--- src/hw/rtl/ate_pkg.sv ---
// ate_pkg: command codes, status codes and fixed field widths of the array table engine.
// No dependencies; ate_if, ate_div and array_table_engine refer to it by scoped names.
package ate_pkg;

    localparam int OP_W   = 4;
    localparam int POS_W  = 5;
    localparam int VAL_W  = 32;
    localparam int RNG_W  = 4;
    localparam int RES_W  = 40;
    localparam int FIDX_W = 4;
    localparam int STAT_W = 3;
    localparam int LEN_W  = 5;
    localparam int CAPL_W = 5;
    localparam int SUM_W  = 64;
    localparam int FRAC_W = 8;

    typedef logic [OP_W-1:0]   opcode_t;
    typedef logic [STAT_W-1:0] status_t;

    localparam opcode_t OP_APPEND = 4'd0;
    localparam opcode_t OP_INSERT = 4'd1;
    localparam opcode_t OP_DELETE = 4'd2;
    localparam opcode_t OP_GET    = 4'd3;
    localparam opcode_t OP_SET    = 4'd4;
    localparam opcode_t OP_LSRCH  = 4'd5;
    localparam opcode_t OP_BSRCH  = 4'd6;
    localparam opcode_t OP_MAX    = 4'd7;
    localparam opcode_t OP_MIN    = 4'd8;
    localparam opcode_t OP_SUM    = 4'd9;
    localparam opcode_t OP_AVG    = 4'd10;

    localparam status_t ST_OK       = 3'd0;
    localparam status_t ST_BADIDX   = 3'd1;
    localparam status_t ST_FULL     = 3'd2;
    localparam status_t ST_EMPTY    = 3'd3;
    localparam status_t ST_NOTFOUND = 3'd4;

    localparam logic [CAPL_W-1:0] CAPL_RESET = 5'd16;

endpackage

--- src/hw/rtl/ate_if.sv ---
// ate_if: command and response channel interfaces (valid/ready plus payload).
// Depends on ate_pkg for field widths.
interface ate_cmd_if;
    logic                              valid;
    logic                              ready;
    logic [ate_pkg::OP_W-1:0]          opcode;
    logic [ate_pkg::POS_W-1:0]         position;
    logic signed [ate_pkg::VAL_W-1:0]  operand_value;
    logic [ate_pkg::RNG_W-1:0]         range_low;
    logic [ate_pkg::RNG_W-1:0]         range_high;

    modport source (output valid, opcode, position, operand_value, range_low, range_high,
                    input ready);
    modport sink   (input valid, opcode, position, operand_value, range_low, range_high,
                    output ready);
endinterface

interface ate_rsp_if;
    logic                              valid;
    logic                              ready;
    logic signed [ate_pkg::RES_W-1:0]  result_value;
    logic [ate_pkg::FIDX_W-1:0]        found_index;
    logic [ate_pkg::STAT_W-1:0]        status;
    logic [ate_pkg::LEN_W-1:0]         length_now;

    modport source (output valid, result_value, found_index, status, length_now,
                    input ready);
    modport sink   (input valid, result_value, found_index, status, length_now,
                    output ready);
endinterface

--- src/hw/rtl/ate_mem.sv ---
// ate_mem: element store, one write port and one registered read port.
// No package dependency.
module ate_mem #(
    parameter int DEPTH = 16,
    parameter int WIDTH = 32,
    parameter int AW    = 4
) (
    input  logic             clk,
    input  logic             we,
    input  logic [AW-1:0]    waddr,
    input  logic [WIDTH-1:0] wdata,
    input  logic             re,
    input  logic [AW-1:0]    raddr,
    output logic [WIDTH-1:0] rdata
);
    logic [WIDTH-1:0] mem [DEPTH];
    logic [WIDTH-1:0] rdata_reg;

    always_ff @(posedge clk)
    begin
        if (we)
        begin
            mem[waddr] <= wdata;
        end
    end

    always_ff @(posedge clk)
    begin
        if (re)
        begin
            rdata_reg <= mem[raddr];
        end
    end

    assign rdata = rdata_reg;
endmodule

--- src/hw/rtl/ate_div.sv ---
// ate_div: restoring divider, one quotient bit per cycle, unsigned operands.
// Depends on ate_pkg for the dividend width.
module ate_div #(
    parameter int DIV_W = 5
) (
    input  logic                      clk,
    input  logic                      rst_n,
    input  logic                      start,
    input  logic [ate_pkg::SUM_W-1:0] dividend,
    input  logic [DIV_W-1:0]          divisor,
    output logic                      done,
    output logic [ate_pkg::SUM_W-1:0] quotient
);
    localparam int CW = $clog2(ate_pkg::SUM_W + 1);

    logic [DIV_W-1:0]          rem_reg, rem_next;
    logic [ate_pkg::SUM_W-1:0] quo_reg, quo_next;
    logic [CW-1:0]             cnt_reg, cnt_next;
    logic                      busy_reg, busy_next;
    logic                      done_reg, done_next;
    logic [DIV_W:0]            trial;
    logic                      fits;

    assign trial = {rem_reg, quo_reg[ate_pkg::SUM_W-1]};
    assign fits  = trial >= {1'b0, divisor};

    always_comb
    begin
        rem_next  = rem_reg;
        quo_next  = quo_reg;
        cnt_next  = cnt_reg;
        busy_next = busy_reg;
        done_next = 1'b0;
        if (start)
        begin
            rem_next  = '0;
            quo_next  = dividend;
            cnt_next  = CW'(ate_pkg::SUM_W);
            busy_next = 1'b1;
        end
        else if (busy_reg)
        begin
            rem_next = fits ? DIV_W'(trial - {1'b0, divisor}) : DIV_W'(trial);
            quo_next = {quo_reg[ate_pkg::SUM_W-2:0], fits};
            cnt_next = cnt_reg - 1'b1;
            if (cnt_reg == CW'(1))
            begin
                busy_next = 1'b0;
                done_next = 1'b1;
            end
        end
    end

    always_ff @(posedge clk or negedge rst_n)
    begin
        if (!rst_n)
        begin
            busy_reg <= 1'b0;
            done_reg <= 1'b0;
            cnt_reg  <= '0;
        end
        else
        begin
            busy_reg <= busy_next;
            done_reg <= done_next;
            cnt_reg  <= cnt_next;
        end
    end

    always_ff @(posedge clk)
    begin
        rem_reg <= rem_next;
        quo_reg <= quo_next;
    end

    assign done     = done_reg;
    assign quotient = quo_reg;
endmodule

--- src/hw/rtl/array_table_engine.sv ---
// array_table_engine: packed array of signed words with list, search and statistics commands.
// Depends on ate_pkg, ate_if, ate_mem and ate_div.
//
//  channel   | dir | handshake        | payload
//  ----------+-----+------------------+----------------------------------------------------
//  cmd       | in  | valid/ready      | opcode, position, operand_value, range_low/high
//  rsp       | out | valid/ready      | result_value, found_index, status, length_now
//  cfg       | in  | cfg_we only      | cfg_wdata = capacity_limit
//
// Operation: one item at a time through a small sequencer around a store with one write port
//   and one registered read port. Every element touched by a shift, linear search or scan is
//   read, then used; a binary search reads, then compares, per probe; average then runs the
//   bit-serial divider.
// Reset clears length, state and the output valid; the store itself is not cleared, since
//   only entries below the length are ever read.
// Stalls: cmd.ready is high only while idle. A finished item sits in the output register
//   while the next item is taken; that item's completion waits in S_DONE if rsp is still stalled.
module array_table_engine #(
    parameter int CAPACITY   = 16,
    parameter int DATA_WIDTH = 32
) (
    input  logic                       clk,
    input  logic                       rst_n,
    ate_cmd_if.sink                    cmd,
    ate_rsp_if.source                  rsp,
    input  logic                       cfg_we,
    input  logic [ate_pkg::CAPL_W-1:0] cfg_wdata
);
    localparam int IDX_W = (CAPACITY > 1) ? $clog2(CAPACITY) : 1;
    localparam int CNT_W = $clog2(CAPACITY + 1);
    localparam int CMP_W = ((CNT_W > ate_pkg::POS_W) ? CNT_W : ate_pkg::POS_W) + 1;
    localparam int BW    = CMP_W + 1;
    localparam int SW    = ate_pkg::SUM_W;

    // sequencer states
    localparam logic [4:0] S_IDLE    = 5'd0;
    localparam logic [4:0] S_DECODE  = 5'd1;
    localparam logic [4:0] S_SHUP_RD = 5'd2;
    localparam logic [4:0] S_SHUP_WR = 5'd3;
    localparam logic [4:0] S_DEL_CAP = 5'd4;
    localparam logic [4:0] S_SHDN_RD = 5'd5;
    localparam logic [4:0] S_SHDN_WR = 5'd6;
    localparam logic [4:0] S_GET_CAP = 5'd7;
    localparam logic [4:0] S_LIN_RD  = 5'd8;
    localparam logic [4:0] S_LIN_CMP = 5'd9;
    localparam logic [4:0] S_LIN_SW1 = 5'd10;
    localparam logic [4:0] S_LIN_SW2 = 5'd11;
    localparam logic [4:0] S_BIN_CHK = 5'd12;
    localparam logic [4:0] S_BIN_CMP = 5'd13;
    localparam logic [4:0] S_SCAN_RD = 5'd14;
    localparam logic [4:0] S_SCAN_AC = 5'd15;
    localparam logic [4:0] S_DIV_GO  = 5'd16;
    localparam logic [4:0] S_DIV_WT  = 5'd17;
    localparam logic [4:0] S_DONE    = 5'd18;

    logic [4:0]                    state_reg, state_next;
    logic [ate_pkg::CAPL_W-1:0]    capl_reg;
    logic [CNT_W-1:0]              count_reg, count_next;
    logic [CNT_W-1:0]              idx_reg, idx_next;
    logic [SW-1:0]                 acc_reg, acc_next;
    logic [ate_pkg::FIDX_W-1:0]    fidx_reg, fidx_next;
    logic [ate_pkg::STAT_W-1:0]    stat_reg, stat_next;
    logic signed [BW-1:0]          lo_reg, lo_next, hi_reg, hi_next;

    // latched command
    logic [ate_pkg::OP_W-1:0]      op_reg;
    logic [ate_pkg::POS_W-1:0]     pos_reg;
    logic [DATA_WIDTH-1:0]         val_reg;
    logic [ate_pkg::RNG_W-1:0]     rlo_reg, rhi_reg;

    // output register
    logic                          ov_reg;
    logic [ate_pkg::RES_W-1:0]     ores_reg;
    logic [ate_pkg::FIDX_W-1:0]    ofidx_reg;
    logic [ate_pkg::STAT_W-1:0]    ostat_reg;
    logic [ate_pkg::LEN_W-1:0]     olen_reg;

    // store ports
    logic                          mem_we, mem_re;
    logic [IDX_W-1:0]              mem_waddr, mem_raddr;
    logic [DATA_WIDTH-1:0]         mem_wdata, mem_rdata;

    logic                          div_start, div_done;
    logic [SW-1:0]                 div_quo;

    logic                          take, load_out;
    logic [CMP_W-1:0]              pos_e, n_e, cap_e, capl_e, idx_e;
    logic [SW-1:0]                 elem64, sum_mag, avg_q;
    logic signed [BW-1:0]          mid_s, nm1_s, rhi_s;
    logic [BW-1:0]                 lohi_sum;
    logic [IDX_W-1:0]              mid_idx;

    assign take      = cmd.valid && cmd.ready;
    assign cmd.ready = (state_reg == S_IDLE);
    assign load_out  = (state_reg == S_DONE) && (!ov_reg || rsp.ready);

    assign pos_e  = CMP_W'(pos_reg);
    assign n_e    = CMP_W'(count_reg);
    assign idx_e  = CMP_W'(idx_reg);
    assign capl_e = CMP_W'(capl_reg);
    // limits above CAPACITY act as CAPACITY
    assign cap_e  = (capl_e > CMP_W'(CAPACITY)) ? CMP_W'(CAPACITY) : capl_e;

    assign elem64   = SW'($signed(mem_rdata));
    assign lohi_sum = BW'(lo_reg + hi_reg);
    assign mid_s    = $signed(lohi_sum >> 1);
    assign mid_idx  = IDX_W'(mid_s);
    assign nm1_s    = $signed(BW'(count_reg)) - BW'(1);
    assign rhi_s    = $signed(BW'(rhi_reg));

    // average: magnitude of the sum, scaled by 256, divided by the length
    assign sum_mag = acc_reg[SW-1] ? (SW'(0) - acc_reg) : acc_reg;
    assign avg_q   = acc_reg[SW-1] ? (SW'(0) - div_quo) : div_quo;

    always_comb
    begin
        state_next = state_reg;
        count_next = count_reg;
        idx_next   = idx_reg;
        acc_next   = acc_reg;
        fidx_next  = fidx_reg;
        stat_next  = stat_reg;
        lo_next    = lo_reg;
        hi_next    = hi_reg;
        mem_we     = 1'b0;
        mem_waddr  = idx_reg[IDX_W-1:0];
        mem_wdata  = val_reg;
        mem_re     = 1'b0;
        mem_raddr  = idx_reg[IDX_W-1:0];
        div_start  = 1'b0;

        unique case (state_reg)
            S_IDLE:
            begin
                if (take)
                begin
                    state_next = S_DECODE;
                end
            end
            S_DECODE:
            begin
                acc_next   = '0;
                fidx_next  = '0;
                stat_next  = ate_pkg::ST_OK;
                idx_next   = '0;
                state_next = S_DONE;
                unique case (op_reg)
                    ate_pkg::OP_APPEND:
                    begin
                        if (n_e < cap_e)
                        begin
                            mem_we     = 1'b1;
                            mem_waddr  = count_reg[IDX_W-1:0];
                            count_next = count_reg + 1'b1;
                        end
                        else
                        begin
                            stat_next = ate_pkg::ST_FULL;
                        end
                    end
                    ate_pkg::OP_INSERT:
                    begin
                        if (pos_e > n_e)
                        begin
                            stat_next = ate_pkg::ST_BADIDX;
                        end
                        else if (n_e >= cap_e)
                        begin
                            stat_next = ate_pkg::ST_FULL;
                        end
                        else
                        begin
                            idx_next   = count_reg;
                            state_next = S_SHUP_RD;
                        end
                    end
                    ate_pkg::OP_DELETE, ate_pkg::OP_GET, ate_pkg::OP_SET:
                    begin
                        if (count_reg == '0)
                        begin
                            stat_next = ate_pkg::ST_EMPTY;
                        end
                        else if (pos_e >= n_e)
                        begin
                            stat_next = ate_pkg::ST_BADIDX;
                        end
                        else if (op_reg == ate_pkg::OP_SET)
                        begin
                            mem_we    = 1'b1;
                            mem_waddr = IDX_W'(pos_reg);
                        end
                        else
                        begin
                            mem_re     = 1'b1;
                            mem_raddr  = IDX_W'(pos_reg);
                            state_next = (op_reg == ate_pkg::OP_DELETE) ? S_DEL_CAP
                                                                        : S_GET_CAP;
                        end
                    end
                    ate_pkg::OP_LSRCH:
                    begin
                        if (count_reg == '0)
                        begin
                            stat_next = ate_pkg::ST_EMPTY;
                        end
                        else
                        begin
                            state_next = S_LIN_RD;
                        end
                    end
                    ate_pkg::OP_BSRCH:
                    begin
                        if (count_reg == '0)
                        begin
                            stat_next = ate_pkg::ST_EMPTY;
                        end
                        else
                        begin
                            lo_next    = $signed(BW'(rlo_reg));
                            hi_next    = (rhi_s > nm1_s) ? nm1_s : rhi_s;
                            state_next = S_BIN_CHK;
                        end
                    end
                    ate_pkg::OP_MAX, ate_pkg::OP_MIN, ate_pkg::OP_AVG:
                    begin
                        if (count_reg == '0)
                        begin
                            stat_next = ate_pkg::ST_EMPTY;
                        end
                        else
                        begin
                            state_next = S_SCAN_RD;
                        end
                    end
                    ate_pkg::OP_SUM:
                    begin
                        if (count_reg != '0)
                        begin
                            state_next = S_SCAN_RD;
                        end
                    end
                    default:
                    begin
                        state_next = S_DONE;
                    end
                endcase
            end
            // shift up from the top, then drop the new value in
            S_SHUP_RD:
            begin
                if (idx_e > pos_e)
                begin
                    mem_re     = 1'b1;
                    mem_raddr  = IDX_W'(idx_reg - 1'b1);
                    state_next = S_SHUP_WR;
                end
                else
                begin
                    mem_we     = 1'b1;
                    mem_waddr  = IDX_W'(pos_reg);
                    count_next = count_reg + 1'b1;
                    state_next = S_DONE;
                end
            end
            S_SHUP_WR:
            begin
                mem_we     = 1'b1;
                mem_wdata  = mem_rdata;
                idx_next   = idx_reg - 1'b1;
                state_next = S_SHUP_RD;
            end
            S_DEL_CAP:
            begin
                acc_next   = elem64;
                idx_next   = CNT_W'(pos_reg);
                state_next = S_SHDN_RD;
            end
            S_SHDN_RD:
            begin
                if ((idx_e + 1'b1) < n_e)
                begin
                    mem_re     = 1'b1;
                    mem_raddr  = IDX_W'(idx_reg + 1'b1);
                    state_next = S_SHDN_WR;
                end
                else
                begin
                    count_next = count_reg - 1'b1;
                    state_next = S_DONE;
                end
            end
            S_SHDN_WR:
            begin
                mem_we     = 1'b1;
                mem_wdata  = mem_rdata;
                idx_next   = idx_reg + 1'b1;
                state_next = S_SHDN_RD;
            end
            S_GET_CAP:
            begin
                acc_next   = elem64;
                state_next = S_DONE;
            end
            S_LIN_RD:
            begin
                mem_re     = 1'b1;
                state_next = S_LIN_CMP;
            end
            S_LIN_CMP:
            begin
                if (mem_rdata == val_reg)
                begin
                    fidx_next = ate_pkg::FIDX_W'(idx_reg);
                    if (idx_reg != '0)
                    begin
                        mem_re     = 1'b1;
                        mem_raddr  = IDX_W'(idx_reg - 1'b1);
                        state_next = S_LIN_SW1;
                    end
                    else
                    begin
                        state_next = S_DONE;
                    end
                end
                else if ((idx_e + 1'b1) < n_e)
                begin
                    idx_next   = idx_reg + 1'b1;
                    state_next = S_LIN_RD;
                end
                else
                begin
                    stat_next  = ate_pkg::ST_NOTFOUND;
                    state_next = S_DONE;
                end
            end
            // transposition: hit moves one place down; the key equals the hit value
            S_LIN_SW1:
            begin
                mem_we     = 1'b1;
                mem_wdata  = mem_rdata;
                state_next = S_LIN_SW2;
            end
            S_LIN_SW2:
            begin
                mem_we     = 1'b1;
                mem_waddr  = IDX_W'(idx_reg - 1'b1);
                state_next = S_DONE;
            end
            S_BIN_CHK:
            begin
                if (lo_reg <= hi_reg)
                begin
                    mem_re     = 1'b1;
                    mem_raddr  = mid_idx;
                    state_next = S_BIN_CMP;
                end
                else
                begin
                    stat_next  = ate_pkg::ST_NOTFOUND;
                    state_next = S_DONE;
                end
            end
            S_BIN_CMP:
            begin
                if (mem_rdata == val_reg)
                begin
                    fidx_next  = ate_pkg::FIDX_W'(mid_s);
                    state_next = S_DONE;
                end
                else
                begin
                    if ($signed(val_reg) < $signed(mem_rdata))
                    begin
                        hi_next = mid_s - BW'(1);
                    end
                    else
                    begin
                        lo_next = mid_s + BW'(1);
                    end
                    state_next = S_BIN_CHK;
                end
            end
            S_SCAN_RD:
            begin
                mem_re     = 1'b1;
                state_next = S_SCAN_AC;
            end
            S_SCAN_AC:
            begin
                if ((op_reg == ate_pkg::OP_SUM) || (op_reg == ate_pkg::OP_AVG))
                begin
                    acc_next = acc_reg + elem64;
                end
                else if ((idx_reg == '0) ||
                         ((op_reg == ate_pkg::OP_MAX) && ($signed(acc_reg) < $signed(elem64)))
                         || ((op_reg == ate_pkg::OP_MIN) && ($signed(elem64) < $signed(acc_reg))))
                begin
                    acc_next = elem64;
                end
                if ((idx_e + 1'b1) < n_e)
                begin
                    idx_next   = idx_reg + 1'b1;
                    state_next = S_SCAN_RD;
                end
                else if (op_reg == ate_pkg::OP_AVG)
                begin
                    state_next = S_DIV_GO;
                end
                else
                begin
                    state_next = S_DONE;
                end
            end
            S_DIV_GO:
            begin
                div_start  = 1'b1;
                state_next = S_DIV_WT;
            end
            S_DIV_WT:
            begin
                if (div_done)
                begin
                    acc_next   = avg_q;
                    state_next = S_DONE;
                end
            end
            S_DONE:
            begin
                if (load_out)
                begin
                    state_next = S_IDLE;
                end
            end
            default:
            begin
                state_next = S_IDLE;
            end
        endcase
    end

    always_ff @(posedge clk or negedge rst_n)
    begin
        if (!rst_n)
        begin
            state_reg <= S_IDLE;
            count_reg <= '0;
            capl_reg  <= ate_pkg::CAPL_RESET;
            ov_reg    <= 1'b0;
        end
        else
        begin
            state_reg <= state_next;
            count_reg <= count_next;
            if (cfg_we)
            begin
                capl_reg <= cfg_wdata;
            end
            if (load_out)
            begin
                ov_reg <= 1'b1;
            end
            else if (rsp.ready)
            begin
                ov_reg <= 1'b0;
            end
        end
    end

    always_ff @(posedge clk)
    begin
        idx_reg  <= idx_next;
        acc_reg  <= acc_next;
        fidx_reg <= fidx_next;
        stat_reg <= stat_next;
        lo_reg   <= lo_next;
        hi_reg   <= hi_next;
        if (take)
        begin
            op_reg  <= cmd.opcode;
            pos_reg <= cmd.position;
            val_reg <= DATA_WIDTH'(SW'(cmd.operand_value));
            rlo_reg <= cmd.range_low;
            rhi_reg <= cmd.range_high;
        end
        if (load_out)
        begin
            ores_reg  <= (stat_reg == ate_pkg::ST_OK) ? acc_reg[ate_pkg::RES_W-1:0] : '0;
            ofidx_reg <= fidx_reg;
            ostat_reg <= stat_reg;
            olen_reg  <= ate_pkg::LEN_W'(count_reg);
        end
    end

    assign rsp.valid        = ov_reg;
    assign rsp.result_value = ores_reg;
    assign rsp.found_index  = ofidx_reg;
    assign rsp.status       = ostat_reg;
    assign rsp.length_now   = olen_reg;

    ate_mem #(
        .DEPTH (CAPACITY),
        .WIDTH (DATA_WIDTH),
        .AW    (IDX_W)
    ) u_mem (
        .clk   (clk),
        .we    (mem_we),
        .waddr (mem_waddr),
        .wdata (mem_wdata),
        .re    (mem_re),
        .raddr (mem_raddr),
        .rdata (mem_rdata)
    );

    ate_div #(
        .DIV_W (CNT_W)
    ) u_div (
        .clk      (clk),
        .rst_n    (rst_n),
        .start    (div_start),
        .dividend ({sum_mag[SW-ate_pkg::FRAC_W-1:0], ate_pkg::FRAC_W'(0)}),
        .divisor  (count_reg),
        .done     (div_done),
        .quotient (div_quo)
    );
endmodule
--- src/flat_wrapper.sv ---
// flat-port wrapper written by rule: the top's interface ports become plain ports
module array_table_engine_flat 
#(
    parameter int CAPACITY   = 16,
    parameter int DATA_WIDTH = 32
)
  (clk, rst_n, cfg_we, cfg_wdata, cmd_valid, cmd_opcode, cmd_position, cmd_operand_value, cmd_range_low, cmd_range_high, cmd_ready, rsp_valid, rsp_result_value, rsp_found_index, rsp_status, rsp_length_now, rsp_ready);
  ate_cmd_if cmd_i ();
  ate_rsp_if rsp_i ();
  input  logic clk;
  input  logic rst_n;
  input  logic cfg_we;
  input  logic [ate_pkg::CAPL_W-1:0] cfg_wdata;
  input wire logic [$bits(cmd_i.valid)-1:0] cmd_valid;
  input wire logic [$bits(cmd_i.opcode)-1:0] cmd_opcode;
  input wire logic [$bits(cmd_i.position)-1:0] cmd_position;
  input wire logic [$bits(cmd_i.operand_value)-1:0] cmd_operand_value;
  input wire logic [$bits(cmd_i.range_low)-1:0] cmd_range_low;
  input wire logic [$bits(cmd_i.range_high)-1:0] cmd_range_high;
  output wire logic [$bits(cmd_i.ready)-1:0] cmd_ready;
  output wire logic [$bits(rsp_i.valid)-1:0] rsp_valid;
  output wire logic [$bits(rsp_i.result_value)-1:0] rsp_result_value;
  output wire logic [$bits(rsp_i.found_index)-1:0] rsp_found_index;
  output wire logic [$bits(rsp_i.status)-1:0] rsp_status;
  output wire logic [$bits(rsp_i.length_now)-1:0] rsp_length_now;
  input wire logic [$bits(rsp_i.ready)-1:0] rsp_ready;
  assign cmd_i.valid = cmd_valid;
  assign cmd_i.opcode = cmd_opcode;
  assign cmd_i.position = cmd_position;
  assign cmd_i.operand_value = cmd_operand_value;
  assign cmd_i.range_low = cmd_range_low;
  assign cmd_i.range_high = cmd_range_high;
  assign cmd_ready = cmd_i.ready;
  assign rsp_valid = rsp_i.valid;
  assign rsp_result_value = rsp_i.result_value;
  assign rsp_found_index = rsp_i.found_index;
  assign rsp_status = rsp_i.status;
  assign rsp_length_now = rsp_i.length_now;
  assign rsp_i.ready = rsp_ready;
  array_table_engine #(.CAPACITY(CAPACITY), .DATA_WIDTH(DATA_WIDTH)) u_core (.clk(clk), .rst_n(rst_n), .cmd(cmd_i), .rsp(rsp_i), .cfg_we(cfg_we), .cfg_wdata(cfg_wdata));
endmodule
--- config.mk ---
export PLATFORM = sky130hd
export DESIGN_NAME = array_table_engine_flat
export DESIGN_NICKNAME = d
export VERILOG_FILES = /design/src/hw/rtl/ate_pkg.sv /design/src/hw/rtl/ate_if.sv /design/src/hw/rtl/ate_mem.sv /design/src/hw/rtl/ate_div.sv /design/src/hw/rtl/array_table_engine.sv /design/src/flat_wrapper.sv
export SDC_FILE = /design/constraint.sdc
export NUM_CORES = 2
export LEC_CHECK = 0
export BUFFER_PORTS_ARGS = -buffer_cell sky130_fd_sc_hd__buf_4
export CORE_ASPECT_RATIO = 0.6
export CORE_MARGIN = 10
export CORE_UTILIZATION = 59
export DETAILED_ROUTE_END_ITERATION = 10
export PLACE_DENSITY_LB_ADDON = 0.1
export SYNTH_ARGS = -nofsm -noshare
export SYNTH_HDL_FRONTEND = slang
export SYNTH_SLANG_ARGS = --single-unit
--- constraint.sdc ---
create_clock -name clk -period 7.4 [get_ports clk]
set_input_delay 1.48 -clock clk [delete_from_list [all_inputs] [get_ports clk]]
set_output_delay 1.48 -clock clk [all_outputs]
set_load 0.03 [all_outputs]
After elaboration in Yosys (flattened, before gate mapping)

Memory sizes are Yosys's and may differ from the RTL's. A register that Yosys moved wholly into a read port is not among the register bits.
Cells that the tools add are included.

$add $sub $neg: 14
Order comparisons: 13
Equal/unequal tests: 48
Mux-type cells: 118
Reductions and logical operators: 41

Operators with widths:

| kind                  | count |
|---|---|
| $mux 64               | 6 |
| $pmux 64 s4           | 1 |
| $mux 5                | 31 |
| $pmux 5 s17           | 1 |
| $mux 7                | 11 |
| $add 64x64->64        | 1 |
| $lt 32x64->1          | 1 |
| $lt 64x32->1          | 1 |
| $mux 4                | 16 |
| $sub 1x64->64 const A | 1 |
| $pmux 5 s6            | 2 |
| $mux 56               | 1 |
| $sub 1x56->56 const A | 1 |
| $eq 5x4->1 const B    | 8 |
| $eq 32x32->1          | 1 |
| $lt 32x32->1          | 1 |
| $mux 32               | 1 |
| $pmux 7 s2            | 2 |
| $mux 1                | 26 |
| $ne 2x2->1 const B    | 12 |
| $pmux 4 s3            | 2 |
| $eq 5x3->1 const B    | 4 |
| $pmux 4 s5            | 1 |
| $eq 4x3->1 const B    | 4 |
| other kinds (55)      | 98 |

Flip-flop bits (word level): 285
RAM bits: 512
Word-level logic and storage cells: 260
Memories kept: 1

Memory list:

| name             | depth | width | read ports | clocked after memory_dff | wr ports | RTL line      | text |
|---|---|---|---|---|---|---|---|
| u_core.u_mem.mem | 16    | 32    | 1          | 1                        | 1        | ate_mem.sv:16 | `logic [WIDTH-1:0] mem [DEPTH];` |

Logic depth before layout (Yosys ltp)

Depth in word-level cells: 8
Gate-level depth with buffers: 18

Cells and area by module

Synthesis repeated with hierarchy kept, for this count alone.

Cell total of the unflattened synthesis: 3,316
Area total of the unflattened synthesis: 43,111.3 um^2

Modules (own cells, without submodules):

| module             | instances | cells an instance | area each (um^2) | sequential area each (um^2) |
|---|---|---|---|---|
| ate_mem            | 1         | 838               | 20,155.6         | 16,335.7 |
| array_table_engine | 1         | 2,244             | 19,401.1         | 6,137.1 |
| ate_div            | 1         | 234               | 3,554.7          | 2,247.2 |

Worst setup path after synthesis

OpenSTA, ideal clock, no wires.

Path type: register to register
Start point: reg u_core.u_mem.rdata_reg[31] (netlist: u_core.u_mem.rdata[31]) (read register of u_core.u_mem.mem)
End point: reg u_core.acc_reg[0] (enable)
Setup time: 486 ps
Arrival time: 6,189 ps
Required time: 6,914 ps
Path slack: 725 ps
Cell stages (with the launch flop): 14
Clock period less this slack: 6,675 ps
Path through: edfxtp_1 > ha_1 > clkbuf_1 > a21o_1 > a21o_1 > a21oi_1 > o21bai_1 > a21oi_1 > o21ai_0 > a211oi_1 > a31oi_1 > o21bai_1 > mux2i_1 > nor2_1

Longest elaborated chain between the ends: 6
Elaborated cells on any way between the ends: 8

Ends and longest elaborated chain:

| element                      | RTL line                  | text |
|---|---|---|
| start, declared              | ate_mem.sv:17             | `logic [WIDTH-1:0] rdata_reg;` |
| $lt 64x32->1                 | array_table_engine.sv:395 | `((op_reg == ate_pkg::OP_MAX) && ($signed(acc_reg) < $signed(elem64)))` |
| $logic_and 1x1->1            | array_table_engine.sv:395 |  |
| $logic_or 1x1->1             | array_table_engine.sv:394 | `else if ((idx_reg == '0) \|\|` |
| $logic_or 1x1->1 *           | array_table_engine.sv:396 | `\|\| ((op_reg == ate_pkg::OP_MIN) && ($signed(elem64) < $signed(acc_reg))))` |
| $ne 3x1->1 (no line) *       | --                        |  |
| $reduce_and 3->1 (no line) * | --                        |  |
| end signal, assigned         | array_table_engine.sv:472 | `acc_reg <= acc_next;` |
| end, declared                | array_table_engine.sv:60  | `logic [SW-1:0] acc_reg, acc_next;` |

Mark *: on every way between the ends. The rest lies on a longest branch, timed or not.
A chain may end at the register's enable or synchronous reset.

Worst setup path after layout

Start point: reg u_core.u_mem.rdata_reg[31] (netlist: u_core.u_mem.rdata[31]) (read register of u_core.u_mem.mem)
End point: reg u_core.u_mem.rdata_reg[31] (netlist: u_core.u_mem.rdata[31]) (read register of u_core.u_mem.mem) (data pin)

Longest elaborated chain between the ends: 3
Elaborated cells on any way between the ends: 5

Ends and longest elaborated chain:

| element                                  | RTL line                  | text |
|---|---|---|
| $eq 32x32->1 *                           | array_table_engine.sv:311 | `if (mem_rdata == val_reg)` |
| $mux 1 or $mux 4 (tied branches)         | array_table_engine.sv:311 |  |
| $pmux 1 s6 or $pmux 4 s5 (tied branches) | array_table_engine.sv:132 | `unique case (state_reg)` |

Marks and branches as above.

==> impl_metrics.csv <==
group,metric,value,unit
run_status,status,"complete, no violations",
setup_path,crit_path_start,"u_core.u_mem.rdata[31]$_DFFE_PP_",
drt,vias,33748,
placement,dp_hpwl,89950,microns
drt,routed_wl,131100,microns
setup_path,end_kind,"flip-flop",
finish,design_area,48810,sq um
timing,min_period_over_period,78.71,%
synth,synth_edf_count,791,
synth,synth_ff_type,"edfxtp_1",
clock_tree,cts_setup_buffers,0,
finish,area_delta_synth_final,11.04,%
setup_path,setup.worst_path.start_class,"flip-flop",
timing,rsz0062_at_grt,"false",
clock_tree,cts_max_path_buffers,3,
clock_tree,cts_resized,0,
placement,dp_slack,1.814,ns
setup_path,worst-endpoint-required,7.74,ns
timing,slew_viol_final,0,
floorplanning,core,73700,sq um
placement,portBuffers,112,
floorplanning,die_y,231.4,microns
timing,max_slew_margin,14.16,%
synth,yosys_warnings,0,
setup_path,regToRegStartpoint,"u_core.u_mem.rdata[31]$_DFFE_PP_",
timing,setup_viol,0,
timing,worst_slack,1.576,ns
finish,stdcell_count,5150,
floorplanning,fp.dieArea,86180,sq um
drt,drc,0,
drt,drt_iter0_drc,5158,
floorplanning,pin_count,113,
min_path,hp-start,"u_core.fidx_reg[2]$_DFFE_PP_",
power_and_ir_drop,fin_total_pwr,24.90,mW
finish,insertedDiodeCount,0,
clock_tree,cts.reportedPaths.clkPinSlew,0.07,ns
global_routing,antenna_found_initial,4,
synth,synth_area,43960,sq um
global_routing,grt_pass1_wl,196500,microns
synth,synth-seq-cells,829,
finish,layout-drive-gt1-share,9.801,%
job,drv_cap,0,
global_routing,grt-ovfl-total,0,
synth,synth_cell_type_count,80,
finish,final_common_cell,"edfxtp_1",
clock_tree,cts_hold_repair.buffers,0,
power_and_ir_drop,vdd_ir_drop_max,0.4777,mV
drt,drtAntennaViolNets,0,
floorplanning,initial_core_util,59.64,%
placement,postPlaceCellArea,46160,sq um
timing,fin_crit,5.824,ns
timing,finalClockSkew,0.02544,ns
clock_tree,clk_latency,0.66,ns
global_routing,grt_pass1_vias,30692,
setup_path,worstSetupPathType,"reg2reg",
placement,gp_congestion,0.9829,
finish,final_cell_mix,"791 x edfxtp_1, 530 x nand2_1, 287 x o21ai_0",
global_routing,grt_max_degree,129,
finish,largest_register_ffs,512,
clock_tree,numCtsBuffers,78,
finish,final_core_util,66.23,%
drt,vias_per_cell,6.553,
min_path,min_path_type,"reg2reg",
clock_tree,htree_levels,3,
synth,async_reset_ff_share,3.016,%
clock_tree,cts_root_buffer,"clkbuf_16",
drt,dr.pass1.iters,7,
setup_path,crit_arrival,6.16,ns
timing,tns,0,ns
power_and_ir_drop,power_density,510.2,nW/um^2
floorplanning,dieWidth,372.4,microns
timing,hold_viol,0,
placement,placedCellCount,5006,
timing,hold-worst-slack,0.4207,ns
global_routing,groute.usage.overall,29.60,%
floorplanning,num_rows,77,
synth,netlist_instances,4048,
setup_path,cp_max_fo,85,
finish,fin_nets,4376,
timing,worst_slew_pin_slew,1.277,ns
drt,detail_route.wl_per_cell,25.45,microns
power_and_ir_drop,p_leak,17.95,nW
clock_tree,cts_tree,"done",
clock_tree,cts_num_sinks,829,
synth,syn_nets,4325,
synth,seq_area_frac_synth,56.06,%
timing,clock.fmax,171.7,MHz
synth,synth.avg_cell_area,10.86,sq um
==> layer usage <==
layer / GRT usage (%) / part of all wire (%) / wire length, microns
met4: 6.326 / 2.0 / 2602
met3: 7.316 / 13 / 17450
met1: 49.49 / 46 / 60950
met5: 0 / 0.017 / 22
met2: 37.41 / 38 / 50060
==> power by group <==
| group | switching, mW | internal, mW |
|---|---|---|
| Clock | 1.85 | 2.38 |
| Combinational | 8.58 | 4.24 |
| Sequential | 1.02 | 6.84 |
| Total | 11.4 | 13.5 |
==> worst max-delay path, cell delays in order, from the launching register on <==
cell	delay, ns
edfxtp_1	0.59
inv_1	0.14
ha_1	0.35
nand4_1	0.14
nor4_2	1.10
and2_1	0.42
nand3_1	0.20
nand4_1	0.19
o31ai_4	0.14
nand2_4	0.77
buf_4	0.36
nand2_1	0.07
a31oi_1	0.16
o22ai_1	0.14
a311oi_1	0.66
==> kinds of logic (layout without fill, tap and decap cells) <==
| kind of cell | count (synthesis) | after routing | synth area share (%) |
|---|---|---|---|
| adders and majority gates | 218 | 218 | 6.274 |
| AOI/OAI and AO/OA | 1013 | 1013 | 14.92 |
| xor gates and xnor gates | 213 | 213 | 4.244 |
| DFF | 829 | 829 | 56.06 |
| and+or+nand+nor | 1310 | 1310 | 14.22 |
| buffers and inverters | 443 | 558 | 3.783 |
| muxes | 22 | 22 | 0.5124 |
==> cells in the mapped netlist, drive strengths merged (12+ instances only) <==
| library cell | number | share of area [%] |
|---|---|---|
| edfxtp | 791 | 54 |
| nand2 | 531 | 4.5 |
| o21ai | 293 | 3.3 |
| clkbuf | 214 | 1.8 |
| ha | 214 | 6.1 |
| inv | 210 | 1.8 |
| nor2 | 205 | 1.8 |
| a21oi | 178 | 2.0 |
| xnor2 | 162 | 3.2 |
| nand3 | 141 | 1.6 |
| a211oi | 84 | 1.4 |
| a31oi | 77 | 1.1 |
| and3 | 75 | 1.1 |
| nor3 | 58 | 0.66 |
| xor2 | 51 | 1.0 |
| and2 | 50 | 0.71 |
| o31ai | 49 | 0.84 |
| nand4 | 43 | 0.61 |
| o22ai | 40 | 0.57 |
| nor2b | 36 | 0.51 |
| a311oi | 35 | 0.70 |
| a32oi | 34 | 0.68 |
| or3 | 34 | 0.52 |
| nand2b | 30 | 0.43 |
| nor4 | 30 | 0.43 |
| a21o | 28 | 0.48 |
| o21bai | 27 | 0.46 |
| or4 | 27 | 0.50 |
| a22oi | 25 | 0.43 |
| o211ai | 25 | 0.43 |
| dfrtp | 24 | 1.4 |
| o221ai | 24 | 0.48 |
| buf | 19 | 0.16 |
| mux2i | 18 | 0.41 |
| or2 | 16 | 0.23 |
| o41ai | 15 | 0.36 |
| dfxtp | 13 | 0.59 |
| o21a | 12 | 0.20 |
==> cell type report <==
type                    instances  area (sq um)
well taps                     987          1235
inverters                     210         788.3
repair buffers                204          1582
multi-input cells            2776         17920
fillers                      5591         24890
clock inverters                46         559.3
clock buffers                  98          2090
flip-flops and latches        829         24640
==> worst paths after layout <==
path	end	cells after the start	slack [ns]
max in group asynchronous	u_core.capl_reg[4]$_DFFE_PN1P_	1	6.35
hold / removal	u_core.rsp.found_index[2]$_DFFE_PP_	0	0.42
setup / recovery	u_core.u_mem.rdata[31]$_DFFE_PP_	14	1.58
min in group asynchronous	u_core.capl_reg[3]$_DFFE_PN0P_	1	0.74
hold reg to reg	u_core.rsp.found_index[2]$_DFFE_PP_	0	0.42
setup reg to reg	u_core.u_mem.rdata[31]$_DFFE_PP_	14	1.58
Note: power is estimated with default switching activity, not from simulation.
